--- src/hdl/text_console_char_writer_core_macros.svh ---
// Assertion helpers for the console core.
`ifndef TEXT_CONSOLE_CHAR_WRITER_CORE_MACROS_SVH
`define TEXT_CONSOLE_CHAR_WRITER_CORE_MACROS_SVH

// Same-cycle implication, checked on i_clk, quiet during reset.
`define TCW_ASSERT_NOW(lbl, ante, cons, msg) \
    lbl: assert property (@(posedge i_clk) disable iff (!i_rst_n) (ante) |-> (cons)) \
        else $error(msg);

// Next-cycle implication.
`define TCW_ASSERT_NEXT(lbl, ante, cons, msg) \
    lbl: assert property (@(posedge i_clk) disable iff (!i_rst_n) (ante) |=> (cons)) \
        else $error(msg);

`endif

--- src/hdl/tcw_pkg.sv ---
`timescale 1ns / 1ps
`default_nettype none

package tcw_pkg;

    // Screen geometry (both powers of two: rows wrap in the row offset add)
    localparam int NUM_COLS = 64;
    localparam int NUM_ROWS = 32;
    localparam int COL_W    = $clog2(NUM_COLS);
    localparam int ROW_W    = $clog2(NUM_ROWS);
    localparam int ADDR_W   = ROW_W + COL_W;
    localparam int CHAR_W   = 8;

    // Configuration port
    localparam int CFG_IDX_W  = 1;
    localparam int CFG_DATA_W = 6;
    localparam logic [CFG_IDX_W-1:0] CFG_MARK_COL = 1'b0;
    localparam logic [CFG_IDX_W-1:0] CFG_MARK_ROW = 1'b1;

    // Operations
    localparam logic OP_PUT  = 1'b0;
    localparam logic OP_READ = 1'b1;

    // Control characters
    localparam logic [CHAR_W-1:0] CH_NEWLINE   = 8'd10;
    localparam logic [CHAR_W-1:0] CH_BACKSPACE = 8'd8;
    localparam logic [CHAR_W-1:0] CH_CLEARLEFT = 8'd2;
    localparam logic [CHAR_W-1:0] CH_RETURN    = 8'd13;

    localparam logic [COL_W-1:0] LAST_COL = COL_W'(NUM_COLS - 1);
    localparam logic [ROW_W-1:0] LAST_ROW = ROW_W'(NUM_ROWS - 1);

    // Controller -> datapath
    typedef struct packed {
        logic load;    // capture the accepted item
        logic exec;    // decode, issue cell read, reset sweep counter
        logic sweep;   // clear one cell of the cursor row
        logic finish;  // final write, cursor update, result out
    } t_cmd;

    // Datapath -> controller
    typedef struct packed {
        logic need_sweep;
        logic sweep_last;
    } t_stat;

endpackage

`default_nettype wire

--- src/hdl/tcw_ctrl.sv ---
`timescale 1ns / 1ps
`default_nettype none

module tcw_ctrl (
    input  wire logic          i_clk,
    input  wire logic          i_rst_n,
    input  wire logic          start,
    output logic               busy,
    input  wire tcw_pkg::t_stat i_stat,
    output tcw_pkg::t_cmd      o_cmd
);
    import tcw_pkg::*;

    typedef enum logic [3:0] {
        S_IDLE   = 4'b0001,
        S_EXEC   = 4'b0010,
        S_SWEEP  = 4'b0100,
        S_FINISH = 4'b1000
    } t_state;

    t_state r_state, n_state;

    assign busy = (r_state != S_IDLE);

    // next state and commands
    always_comb begin
        n_state = r_state;
        o_cmd   = '0;
        case (r_state)
            S_IDLE: begin
                if (start) begin
                    o_cmd.load = 1'b1;
                    n_state    = S_EXEC;
                end
            end
            S_EXEC: begin
                o_cmd.exec = 1'b1;
                n_state    = i_stat.need_sweep ? S_SWEEP : S_FINISH;
            end
            S_SWEEP: begin
                o_cmd.sweep = 1'b1;
                if (i_stat.sweep_last) begin
                    n_state = S_FINISH;
                end
            end
            S_FINISH: begin
                o_cmd.finish = 1'b1;
                n_state      = S_IDLE;
            end
            default: begin
                n_state = S_IDLE;
            end
        endcase
    end

    always_ff @(posedge i_clk) begin
        if (!i_rst_n) begin
            r_state <= S_IDLE;
        end else begin
            r_state <= n_state;
        end
    end

endmodule

`default_nettype wire

--- config.mk ---
export PLATFORM = sky130hd
export DESIGN_NAME = tcw_ctrl
export DESIGN_NICKNAME = d
export VERILOG_FILES = /design/src/hdl/text_console_char_writer_core_macros.svh /design/src/hdl/tcw_pkg.sv /design/src/hdl/tcw_ctrl.sv
export SDC_FILE = /design/constraint.sdc
export NUM_CORES = 1
export LEC_CHECK = 0
export BUFFER_PORTS_ARGS = -buffer_cell sky130_fd_sc_hd__buf_2
export CAP_MARGIN = 15
export CORE_AREA = 2 2 39 41
export CTS_CLUSTER_DIAMETER = 120
export DETAILED_ROUTE_END_ITERATION = 7
export DIE_AREA = 0 0 41 43
export SETUP_SLACK_MARGIN = 0.1
export SLEW_MARGIN = 25
export SYNTH_ARGS = -nofsm -noshare
export SYNTH_HDL_FRONTEND = slang
export SYNTH_SLANG_ARGS = --single-unit
--- constraint.sdc ---
create_clock -name i_clk -period 1.9 [get_ports i_clk]
set_clock_uncertainty 0.15 [all_clocks]
set_input_delay 0.285 -clock i_clk [delete_from_list [all_inputs] [get_ports i_clk]]
set_output_delay 0.285 -clock i_clk [all_outputs]
set_load 0.01 [all_outputs]
After elaboration in Yosys (flattened, before gate mapping)
Cells that the tools add are included.
{"block": "totals", "ff_bits": 4, "latch_bits": 0, "ram_bits": 0, "romBits": 0, "output_inout_bits": 5, "elab_cells": 18, "mem_count": 0}
{"block": "classes", "add_sub_neg": 0, "n_mul": 0, "div": 0, "order_cmp": 0, "eq_ne": 7, "n_shift": 0, "mux": 9, "n_bitwise": 0, "reduce_logical": 1}
{"operator": "4-bit two-way mux", "n": 3}
{"operator": "4-bit one-hot mux with 3 select lines", "n": 1}
{"operator": "1-bit two-way mux", "n": 5}
{"operator": "4-bit by 1-bit equality test with 1-bit output, second input constant", "n": 1}
{"operator": "4-bit by 2-bit equality test with 1-bit output, second input constant", "n": 1}
{"operator": "4-bit by 3-bit equality test with 1-bit output, second input constant", "n": 1}
{"operator": "4-bit equality test, second input constant", "n": 1}
{"operator": "2-bit != test, second input constant", "n": 2}
{"operator": "4-bit by 1-bit != test with 1-bit output, second input constant", "n": 1}
{"operator": "2-bit AND reduction", "n": 1}

Longest topological paths before layout
{"block": "depth", "depth_word": 3, "ltp_mapped": 4, "mapped_depth_nobuf": 4}

Least setup slack after synthesis
No wires, ideal clock.
{"block": "synth_timing", "kind": "register to output", "startpoint": "register r_state[3]", "endpoint": "output port o_cmd[0] (netlist name)", "arrival_ps": 930, "required_time_ps": 1465, "slack_ps": 535, "stages_incl_launch_ff": 2, "path_buffers": 0, "cell_sequence": "dfxtp_1 -> nor4b_1"}
{"item": "start: declaration", "line": "tcw_ctrl.sv:21", "rtl": "t_state r_state, n_state;"}
{"item": "start signal: assignment", "line": "tcw_ctrl.sv:60", "rtl": "r_state <= n_state;"}
{"item": "end: declaration", "line": "tcw_ctrl.sv:10", "rtl": "output tcw_pkg::t_cmd o_cmd"}

==> impl_metrics.ini <==
[finish]
antenna_cells = 0
regMostFlops = r_state
largest_reg_flops = 4
area.growth.synth_to_final_pct = 39.0
fin_util_pct = 22.9
fin_nets = 39
reg_top3 = r_state (4)
drive_gt1_share_pct = 59.4

[timing]
rsz0062_at_grt = no
relSlewSlack_pct = 79.7
setup_viol = 0
period_needed_ps = 1700
max_freq_mhz = 589
drv_slew = 0
timing.final.ws_setup_ps = 203
tightestPinTransition_ps = 303
fin_setup_tns_ps = 0
fin_crit_sh_pct = 89.3
hold_viol_final = 0
timing.hold.ws_ps = 167

[run_status]
status = complete, no violations

[yosys]
synth.top_cell.area_share_pct = 35.2
async_flop_share_pct = 0
synth_fp_nets = 25
synthCells = 20
yosysMostFrequentCell = dfxtp_1
postSynthAreaPerCell_um2 = 11.4
synth_cell_type_count = 12
yosys_warnings = 0
yosys.area.top_type = dfxtp_1
synth_seq_cells = 4
synth-edff-count = 0
yosysSeqAreaShare_pct = 35.2
ys_top_cells_by_count = dfxtp_1 (4), nor4b_4 (3), a22oi_1 (2), inv_1 (2), nor2_1 (2)
synth_area_leaders = dfxtp_1 (35%), nor4b_4 (31%), a22oi_1 (6.6%), nor4b_1 (3.8%), o21ai_2 (3.8%)
ys.flop_type = dfxtp_1
syn_area_um2 = 228

[critical_path]
slowest_stage = dfxtp_1
crit_chain = nor4b_4 -> and2_1 -> buf_2
slowest_delay_ps = 380
crit_family = simple AND/OR/NAND/NOR gates
required_ps = 1460
startpoint_type = flip-flop
path_buf_inv = 1
endpoint_kind = output port
cp.arrival_ps = 1260
worstSetupPathType = reg -> out
crit_fanout = 4

[placement]
hpwl_um = 340
io_buffers = 9
place_congestion = 0.616
detailedPlace.worstSlack_ps = 414

[global_route]
grt_pass1_wl_um = 731
groute.usage.overall_pct = 6.83
antenna_found_initial = 0
grt.overflow.total = 0
grt_max_degree = 5
grt_pass1_vias = 188

[power]
fin_total_pwr_w = 0.000241
power_density_nw_per_um2 = 763
ir_drop_mv = 0.264
power.leakage_nw = 0.141

[floorplan]
io_pins = 10
core_um2 = 1380
die-area_um2 = 1760
initial_core_util_pct = 16.5
core.rowCount = 14
die_height_um = 43
die_w_um = 41

[route]
detail-route-antenna-nets = 0
drcViolationCount = 0
drt_iter0_markers = 3
vias = 195
wl_um = 398
dr.pass1.iters = 2
viasPerCell = 4.06
routedWlPerCell_um = 8.29

[clock_tree]
htree_levels = 1
clkLatencyLatePin_ps = 230
cts_made_buffers = 3
cts_tree = done
cts_hold_buf = 0
cts_sinks = 4
clk_pin_slew_ps = 30
clock-root-buffer = clkbuf_4
clockBufferDepth = 2

[min_path]
hold_path.class = in -> reg

[run]
cap_violations = 0
## final timing paths
path,to,cells after the start,start,slack (ps)
setup / recovery,o_cmd[3],3,r_state[3],200
hold / removal,r_state[3],3,i_stat[0],170
setup reg to reg,r_state[0],3,r_state[1],560
hold reg to reg,r_state[3],3,r_state[0],550
## cells by family (layout without fill, tap and decap cells)
logic type      count (synthesis)  after routing  synth area share [%]
compound gates                  3              3                  10.4
flops                           4              4                  35.2
buf+inv                         3             15                  4.94
simple gates                   10             10                  49.5
## cell type report
type	count	area, um2
clock buffer	3	22.5
fill	144	1070
inverter	3	11.3
multi-input combinational	13	136
sequential	4	81.3
tap	16	20.0
timing repair buffer	9	45.0
## per-layer routing
layer  vias up  track usage [%]  routed length, um
li1         96                -                  -
met1        89             7.40                153
met2         8             8.13                200
met3         2             2.09                 31
met4         0             10.0                 12
met5         -                0                  0
## through the flow
stage,cells,instance area [um2]
final,48,317
after detailed placement,45,293
after floorplan,20,228
after CTS,48,315
after global placement,45,293
after global routing,48,317
## power breakdown
group | switching (W) | total [W] | internal, W
registers | 0.00000914 | 0.0000990 | 0.0000899
clock network | 0.0000302 | 0.000101 | 0.0000703
logic | 0.0000189 | 0.0000419 | 0.0000230
## timing repair
| item | CTS | global route |
|---|---|---|
| setup buffers | 0 | 0 |
| setup endpoints to repair | 0 | 1 |
| gates resized for setup | 0 | 1 |
## worst min-delay path, stage by stage
cell	delay [ps]
buf_2	90
a22oi_1	60
nor2_1	80
## cells in the final DEF, fill, tap and decap left out
| master | instances |
|---|---|
| a22oi_1 | 2 |
| nor4b_1 | 1 |
| and3_2 | 1 |
| buf_2 | 9 |
| inv_2 | 1 |
| and2_1 | 1 |
| clkbuf_4 | 3 |
| dfxtp_1 | 3 |
| or2_1 | 1 |
| nor3_1 | 1 |
| nor4b_4 | 3 |
| nor2_1 | 2 |
| dfxtp_2 | 1 |
| inv_1 | 2 |
| o21ai_2 | 1 |
Power figures use the tool's default switching activity.
